`src/hdl/dlpa_pkg.sv`:
```
package dlpa_pkg;

  // register widths and codes
  localparam int unsigned CfgW    = 16;
  localparam int unsigned CfgIdxW = 1;
  localparam int unsigned TimeW   = 32;

  localparam logic [CfgIdxW-1:0] CfgDebounceIdx = 1'b0;
  localparam logic [CfgIdxW-1:0] CfgHoldIdx     = 1'b1;

  localparam logic [CfgW-1:0] DebounceReset = 16'd50;
  localparam logic [CfgW-1:0] HoldReset     = 16'd2000;

  // one poll sample
  typedef struct packed {
    logic             raw_level;
    logic [TimeW-1:0] now_ms;
  } in_t;

  // one result item
  typedef struct packed {
    logic pressed;
    logic armed_pulse;
    logic shutdown_request;
  } out_t;

  // live configuration
  typedef struct packed {
    logic [CfgW-1:0] debounce_stable_ms;
    logic [CfgW-1:0] hold_threshold_ms;
  } cfg_t;

endpackage

```
`src/hdl/dlpa_cfg.sv`:
```
module dlpa_cfg (
  input  logic                          clk_i,
  input  logic                          rst_ni,
  input  logic                          cfg_we_i,
  input  logic [dlpa_pkg::CfgIdxW-1:0]  cfg_idx_i,
  input  logic [dlpa_pkg::CfgW-1:0]     cfg_data_i,
  output dlpa_pkg::cfg_t                cfg_o
);
  import dlpa_pkg::*;

  cfg_t cfg_q, cfg_d;

  // register write decode
  always_comb begin
    cfg_d = cfg_q;
    if (cfg_we_i) begin
      case (cfg_idx_i)
        CfgDebounceIdx: cfg_d.debounce_stable_ms = cfg_data_i;
        CfgHoldIdx:     cfg_d.hold_threshold_ms  = cfg_data_i;
        default:        cfg_d = cfg_q;
      endcase
    end
  end

  always_ff @(posedge clk_i or negedge rst_ni) begin
    if (!rst_ni) begin
      cfg_q.debounce_stable_ms <= DebounceReset;
      cfg_q.hold_threshold_ms  <= HoldReset;
    end else begin
      cfg_q <= cfg_d;
    end
  end

  assign cfg_o = cfg_q;

endmodule

```
`src/hdl/dlpa_core.sv`:
```
module dlpa_core (
  input  logic            clk_i,
  input  logic            rst_ni,
  input  logic            fire_i,
  input  dlpa_pkg::in_t   item_i,
  input  dlpa_pkg::cfg_t  cfg_i,
  output dlpa_pkg::out_t  result_o
);
  import dlpa_pkg::*;

  logic             last_raw_q, last_raw_d;
  logic             stable_q, stable_d;
  logic [TimeW-1:0] change_time_q, change_time_d;
  logic             release_seen_q, release_seen_d;
  logic             held_q, held_d;
  logic             armed_q, armed_d;
  logic [TimeW-1:0] press_start_q, press_start_d;

  logic [TimeW-1:0] stable_elapsed;
  logic [TimeW-1:0] hold_elapsed;
  logic             is_pressed;

  // debounce on last change time, then press tracking
  always_comb begin
    last_raw_d     = item_i.raw_level;
    change_time_d  = (item_i.raw_level != last_raw_q) ? item_i.now_ms : change_time_q;
    stable_elapsed = item_i.now_ms - change_time_d;
    stable_d       = stable_q;
    if (stable_elapsed >= {{(TimeW-CfgW){1'b0}}, cfg_i.debounce_stable_ms}) begin
      stable_d = item_i.raw_level;
    end
    is_pressed     = !stable_d;
    hold_elapsed   = item_i.now_ms - press_start_q;

    release_seen_d = release_seen_q;
    held_d         = held_q;
    armed_d        = armed_q;
    press_start_d  = press_start_q;
    result_o.pressed          = is_pressed;
    result_o.armed_pulse      = 1'b0;
    result_o.shutdown_request = 1'b0;

    if (!release_seen_q) begin
      if (!is_pressed) begin
        release_seen_d = 1'b1;
      end
    end else if (is_pressed) begin
      if (!held_q) begin
        held_d        = 1'b1;
        armed_d       = 1'b0;
        press_start_d = item_i.now_ms;
      end else if (!armed_q &&
                   hold_elapsed >= {{(TimeW-CfgW){1'b0}}, cfg_i.hold_threshold_ms}) begin
        armed_d              = 1'b1;
        result_o.armed_pulse = 1'b1;
      end
    end else if (held_q) begin
      result_o.shutdown_request = armed_q;
      held_d                    = 1'b0;
      armed_d                   = 1'b0;
    end
  end

  // state advances once per processed item
  always_ff @(posedge clk_i or negedge rst_ni) begin
    if (!rst_ni) begin
      last_raw_q     <= 1'b1;
      stable_q       <= 1'b1;
      change_time_q  <= '0;
      release_seen_q <= 1'b0;
      held_q         <= 1'b0;
      armed_q        <= 1'b0;
      press_start_q  <= '0;
    end else if (fire_i) begin
      last_raw_q     <= last_raw_d;
      stable_q       <= stable_d;
      change_time_q  <= change_time_d;
      release_seen_q <= release_seen_d;
      held_q         <= held_d;
      armed_q        <= armed_d;
      press_start_q  <= press_start_d;
    end
  end

endmodule

```
`src/hdl/debounced_long_press_arm_top.sv`:
```
// channel   direction  handshake                  payload
// in        sink       in_valid_i / in_ready_o    in_data_i  (dlpa_pkg::in_t)
// out       source     out_valid_o / out_ready_i  out_data_o (dlpa_pkg::out_t)
// cfg       sink       cfg_we_i                   cfg_idx_i, cfg_data_i
//
// one item per cycle sustained while out_ready_i stays high; two register
// stages, input then output; a result waits in the output register until taken
// the register-to-register path is the input register, one 32-bit subtract
// and compare per timer, and the result register
// reset brings the debounced level to released and clears press tracking
// a stalled result holds the output register; the input register still
// takes an item while it is empty
module debounced_long_press_arm_top (
  input  logic                          clk_i,
  input  logic                          rst_ni,
  input  logic                          in_valid_i,
  output logic                          in_ready_o,
  input  dlpa_pkg::in_t                 in_data_i,
  output logic                          out_valid_o,
  input  logic                          out_ready_i,
  output dlpa_pkg::out_t                out_data_o,
  input  logic                          cfg_we_i,
  input  logic [dlpa_pkg::CfgIdxW-1:0]  cfg_idx_i,
  input  logic [dlpa_pkg::CfgW-1:0]     cfg_data_i
);
  import dlpa_pkg::*;

  in_t  in_q;
  logic in_valid_q;
  out_t out_q;
  logic out_valid_q;
  out_t result;
  cfg_t cfg;
  logic advance;
  logic fire;

  // pipeline control
  assign advance    = !out_valid_q || out_ready_i;
  assign fire       = in_valid_q && advance;
  assign in_ready_o = !in_valid_q || advance;

  dlpa_cfg u_cfg (
    .clk_i      (clk_i),
    .rst_ni     (rst_ni),
    .cfg_we_i   (cfg_we_i),
    .cfg_idx_i  (cfg_idx_i),
    .cfg_data_i (cfg_data_i),
    .cfg_o      (cfg)
  );

  dlpa_core u_core (
    .clk_i    (clk_i),
    .rst_ni   (rst_ni),
    .fire_i   (fire),
    .item_i   (in_q),
    .cfg_i    (cfg),
    .result_o (result)
  );

  // valid flags
  always_ff @(posedge clk_i or negedge rst_ni) begin
    if (!rst_ni) begin
      in_valid_q  <= 1'b0;
      out_valid_q <= 1'b0;
    end else begin
      if (in_ready_o) begin
        in_valid_q <= in_valid_i;
      end
      if (advance) begin
        out_valid_q <= in_valid_q;
      end
    end
  end

  // payload registers
  always_ff @(posedge clk_i) begin
    if (in_ready_o && in_valid_i) begin
      in_q <= in_data_i;
    end
    if (fire) begin
      out_q <= result;
    end
  end

  assign out_valid_o = out_valid_q;
  assign out_data_o  = out_q;

endmodule
```
`config.mk`:
```
export PLATFORM = sky130hd
export DESIGN_NAME = debounced_long_press_arm_top
export DESIGN_NICKNAME = d
export VERILOG_FILES = /design/src/hdl/dlpa_pkg.sv /design/src/hdl/dlpa_cfg.sv /design/src/hdl/dlpa_core.sv /design/src/hdl/debounced_long_press_arm_top.sv
export SDC_FILE = /design/constraint.sdc
export NUM_CORES = 1
export LEC_CHECK = 0
export ABC_CLOCK_PERIOD_IN_PS = 15000
export BUFFER_PORTS_ARGS = -buffer_cell sky130_fd_sc_hd__buf_4
export CELL_PAD_IN_SITES_DETAIL_PLACEMENT = 1
export CELL_PAD_IN_SITES_GLOBAL_PLACEMENT = 2
export CORE_MARGIN = 2
export CORE_UTILIZATION = 43
export DETAILED_ROUTE_END_ITERATION = 16
export PLACE_DENSITY = 0.95
export REMOVE_ABC_BUFFERS = 1
export SKIP_LAST_GASP = 1
export SLEW_MARGIN = 20
export SYNTH_ARGS = -nofsm -noshare
export SYNTH_HDL_FRONTEND = slang
export SYNTH_SLANG_ARGS = --single-unit
```
`constraint.sdc`:
```
create_clock -name clk_i -period 15 [get_ports clk_i]
set_input_delay 0 -clock clk_i [delete_from_list [all_inputs] [get_ports clk_i]]
set_output_delay 0 -clock clk_i [all_outputs]
set_load 0.01 [all_outputs]
```
# ---- Word level (Yosys, flattened, before mapping)
# Index checks and enable logic that the tools add are counted.
dict set report word_totals {
  ff_bits 139
  latch_bits 0
  ramBits 0
  romBits 0
  output_inout_bits 5
  n_memories 0
}
dict set report classes {
  add_sub_neg 2
  mul 0
  n_div 0
  order_cmp 2
  n_eq_ne 3
  shifts 0
  muxes 10
  n_bitwise 4
  n_reduce_logical 16
}
# operator count
set op_table {}
lappend op_table {{>= comparator 32 x 16 -> 1 bit} 2}
lappend op_table {{subtractor 32 bit} 2}
lappend op_table {{2-to-1 mux 32 bit} 1}
lappend op_table {{2-to-1 mux 1 bit} 9}
lappend op_table {{AND reduction 4 bit} 2}
lappend op_table {{AND reduction 2 bit} 3}
lappend op_table {{logical NOT 1 bit} 4}
lappend op_table {{inverter 1 bit} 4}
lappend op_table {{logical AND 1 bit} 3}
lappend op_table {{!= test 3 x 2 -> 1 bit (second input constant)} 1}
lappend op_table {{AND reduction 3 bit} 1}
lappend op_table {{OR reduction 3 bit} 1}
lappend op_table {{logical OR 1 bit} 2}
lappend op_table {{!= test 2 bit (second input constant)} 1}
lappend op_table {{!= test 1 bit} 1}

# ---- Longest topological paths before layout
dict set report logic_depth {
  depth_word 7
  ltp_mapped 28
}

# ---- Cells and area by module
# Synthesis repeated with hierarchy kept, for this count alone.
dict set report unflattened {
  hier_cells 1053
  area_unflattened_um2 9969.6
}
# mod n_inst cells_each area_per_inst_um2 seq_area_each_um2
set modules_own_cells {}
lappend modules_own_cells {dlpa_core 1 940 7521.0 1729.2}
lappend modules_own_cells {dlpa_cfg 1 69 1263.7 812.0}
lappend modules_own_cells {debounced_long_press_arm_top 1 44 1184.9 1131.1}

# ---- Worst setup path before layout
# OpenSTA, ideal clock, no wires.
dict set report synth_path {
  path_type {flip-flop to flip-flop}
  from {reg u_core.last_raw_q}
  to {reg u_core.press_start_q[12]}
  setup_ps 125
  arrival_ps 6293
  path_slack_ps 8582
  stages_incl_launch_ff 28
  period_less_slack_ps 6418
  path_cell_list {dfstp_2 xnor2_1 buf_2 buf_2 buf_1 nand2_1 o21ai_0 ha_1 inv_1 ha_1 a2111oi_1 nand2_1 a311o_2 a31oi_1 xnor2_1 ha_1 o21ai_0 nor2_1 or4_1 a2111oi_2 o211ai_1 a2111oi_1 nand4_1 and4b_1 nand4_1 o211ai_4 buf_6 mux2_4}
}
dict set report synth_via {
  elab_chain_len 7
}
# item line_no
set synth_lines {}
lappend synth_lines {{start, declared} dlpa_core.sv:11} ;# logic last_raw_q, last_raw_d;
lappend synth_lines {{start signal, assigned} dlpa_core.sv:75} ;# last_raw_q <= last_raw_d;
lappend synth_lines {{!= test 1 bit} dlpa_core.sv:26} ;# change_time_d = (item_i.raw_level != last_raw_q) ? item_i.now_ms : change_time_q;
lappend synth_lines {{2-to-1 mux 32 bit} dlpa_core.sv:26}
lappend synth_lines {{via u_core.change_time_d[0]} dlpa_core.sv:13} ;# logic [TimeW-1:0] change_time_q, change_time_d;
lappend synth_lines {{subtractor 32 bit} dlpa_core.sv:27} ;# stable_elapsed = item_i.now_ms - change_time_d;
lappend synth_lines {{>= comparator 32 x 16 -> 1 bit} dlpa_core.sv:29} ;# if (stable_elapsed >= {{(TimeW-CfgW){1'b0}}, cfg_i.debounce_stable_ms}) begin
lappend synth_lines {{2-to-1 mux 1 bit} dlpa_core.sv:29}
lappend synth_lines {{inverter 1 bit (no line)} -}
lappend synth_lines {{AND reduction 4 bit (no line)} -}
lappend synth_lines {{end signal, assigned} dlpa_core.sv:81} ;# press_start_q <= press_start_d;
lappend synth_lines {{end, declared} dlpa_core.sv:17} ;# logic [TimeW-1:0] press_start_q, press_start_d;
# The timed path passes the listed nets, and every way through them passes these cells.
# A chain may end at the register's enable or synchronous reset.

# ---- Worst setup path after layout
dict set report layout_path {
  from {reg u_core.last_raw_q}
  to {reg u_core.press_start_q[0]}
}
# The elaborated chain is that of the path after synthesis.

==> out/results.txt <==
Endpoints failing setup - 0
Placed Instances - 1443
Actual slew at the worst max-slew pin - 0.994 ns
Placed inst area - 11000 um2
Drt first-iter violations - 618
DR vias - 8876
Max FO, Critical Path - 32
Most common cell after layout, fill and taps aside - nand2_1
Number of synthesized flops with an enable pin - 36
TritonCTS clock tree - built
GRT Residual Overflow - 0
Post-Syn Area - 10300 um2
Drt drc - 0
Unrepaired setup endpoints after global routing - no
Largest net degree at the start of global routing - 63
Most frequent cells in the layout - nand2_1, dfrtp_1, inv_1, ha_1, a21oi_1
Synth top area share - 0.224
Overall Global Routing Usage - 0.266
Reg clk slew, reported paths - 0.06 ns
Initial antenna violation count - 1
Ys async rst share - 0.741
Area grow syn2layout - 17.4%
Synth cell types - 88
Synth Area in Adders - 0.111
Mux cell area share after synthesis - 0.107
Tmin final - 7.09 ns
Setup TNS - 0 ns
Maxcap violations - 0
Reg-to-Reg End - u_core.press_start_q[0]
Layout cells sized above 1 - 0.154
Horiz. Die Dim - 159 um
Syn Inst Count - 1093
Dominant cell type by area after synthesis - dfrtp_1
Routed WL per cell - 21.1 um
Nets - 1336
Internal reg-to-reg setup slack - 7.91 ns
GP Congestion - 0.929
CP Data Arrival Time - 7.40 ns
H-tree depth - 4
Ranking of synthesized cells by area - dfrtp_1, edfxtp_1, ha_1
Outcome - completed
Worst path required time - 15.31 ns
Post-route clock period utilization - 0.473
LEAKAGE - 5.37 nW
Simple-gate share of the synthesized area - 0.144
Post-DP HPWL - 23300 um
Post-Route WL - 32300 um
Root Buffer - clkbuf_16
Main combinational cell family by area after synthesis - compound AO/OA/AOI/OAI gates
Register-to-Register Path Depth - 26
First-pass GRT wire length - 51200 um
Final instance area - 12100 um2
CP Launch Type - register
Vias in the first global route - 9385
Slew Viols, Final - 0
IO buf count - 59
Sequential area share after synthesis - 0.357
Non-filler cells in the finished layout - 1529
Row cnt - 56
Full die area - 25200 um2
P per Cell Area - 173 nW/um2
Inserted Clock Buffers - 17
Post-synthesis compound-gate area fraction - 0.188
Synth Area per Inst - 9.41 um2
Bufs on Longest Clock Path - 2
Worst-skew pair later-pin latency - 0.43 ns
R2R Path Start - u_core.last_raw_q
WS Path Type - register to register
Die Span Y - 159 um
TritonCTS Sinks - 139
Warnings, synthesis - 0
Max IR drop VDD - 0.0785 mV
Top FF cell, synth - dfrtp_1
Hold violation count in the final report - 0
Via density - 5.81
CP endpoint kind - register
Core area - 23500 um2
Setup slack after layout - 7.91 ns
Ports - 60
DP Worst Slack - 8.07 ns
Hold WC Path Type - input pin to asynchronous set/reset pin
CP startpoint - u_core.last_raw_q
Initial DRT Pass Iterations - 5
Peak Freq - 141 MHz
Final Skew - 0.0128 ns
Flops & latches, synth - 139
Post-route ant nets - 0
Initial core utilization - 0.438
Relative slew slack - 0.337
Xor/xnor cell area share of the yosys netlist - 0.0459
cells in the mapped netlist, types with 5 or more instances:
master	count
nand2_1	103
a21o_1	22
dfrtp_1	92
and2_1	6
nand3_1	12
maj3_1	6
o21a_1	8
o31ai_1	6
nand4_1	20
nor2b_1	15
nand2b_1	24
a2111oi_0	5
nor3_1	19
o21ai_1	8
nor4_1	5
inv_1	84
a31oi_1	13
a21oi_1	79
clkbuf_1	20
xnor2_1	32
or3_1	5
mux2i_1	31
dfstp_2	11
nor2_1	61
and3_1	6
edfxtp_1	36
o21ai_0	75
mux2_2	36
a21boi_0	6
ha_1	84
a211oi_1	12
xor2_1	20
mux2_4	24
o22ai_1	5
per-layer routing:
layer  track usage  vias to the layer above  share of wire
met3        0.0479                       46          0.040
met5             0                        -              0
li1              -                     4186              -
met1         0.358                     4472           0.46
met4        0.0596                        0          0.015
met2         0.446                      172           0.48
per-stage QoR:
step           utilization  hold slack, ns  total power [mW]
2_1_floorplan            -          -0.296              1.36
3_3_place_gp         0.470          0.0373              1.60
3_5_place_dp         0.470          0.0485              1.66
4_1_cts              0.514          0.0822              2.07
5_1_grt              0.514           0.165              2.24
6_report             0.514           0.117              2.09
where the power goes:
group	switching (mW)	leakage [nW]	internal [mW]
Combinational	0.660	3.57	0.485
Sequential	0.0732	1.55	0.480
Clock	0.179	0.244	0.209
layout make-up:
type	count	area, um2
fill	2683	11400
timing repair buffer	118	1020
multi-input combinational	835	6150
tap	319	399
clock buffer	19	433
clock inverter	13	80.1
antenna	1	2.50
inverter	85	319
sequential	139	3670
worst max-delay path, stage by stage (launching register included):
cell,delay [ns]
dfstp_2,0.62
xnor2_2,0.14
buf_4,0.36
nand2_1,0.08
o21ai_0,0.08
ha_1,0.21
inv_1,0.05
ha_1,0.23
a2111oi_1,0.47
nand2_1,0.14
a311o_2,0.47
and2_1,0.21
a21oi_1,0.19
xnor2_1,0.09
ha_1,0.18
a211oi_1,0.21
nor2_1,0.09
or4_1,0.52
a2111oi_2,0.29
o211ai_1,0.14
a2111oi_1,0.37
nand4_1,0.16
and4b_1,0.34
nand4_1,0.19
o211ai_4,0.14
buf_4,0.53
mux2_1,0.39
timing repair:
item | CTS | global route
hold buffers | 53 | 0
gates resized for setup | 0 | 0
endpoints found under the setup margin | 0 | 0
hold endpoints to repair | 108 | 0
setup buffers | 0 | 0
how the worst max path moves through the flow:
stage                                          end  slack [ns]  cells past startpoint
after floorplan            u_core.press_start_q[0]        7.94                     23
after global placement     u_core.press_start_q[0]        8.25                     25
after detailed placement  u_core.press_start_q[31]        8.07                     26
after CTS                 u_core.press_start_q[31]        8.02                     26
after global routing       u_core.press_start_q[0]        7.35                     25
final                      u_core.press_start_q[0]        7.91                     26
state kept, by name (all words and copies together), names as in the netlist:
signal / flops
in_valid_q: 1
in_q: 33
u_cfg.cfg_o: 32
u_core.stable_q: 1
out_data_o: 3
u_core.release_seen_q: 1
u_core.press_start_q: 32
u_core.last_raw_q: 1
u_core.armed_q: 1
out_valid_o: 1
u_core.held_q: 1
u_core.change_time_q: 32
logic make-up after synthesis:
kind of cell | Yosys count
buffers and inverters | 119
xor gates and xnor gates | 53
AOI/OAI and AO/OA | 296
and+or+nand+nor | 301
DFF | 139
adders and majority gates | 92
muxes | 93
Power figures use the tool's default switching activity.
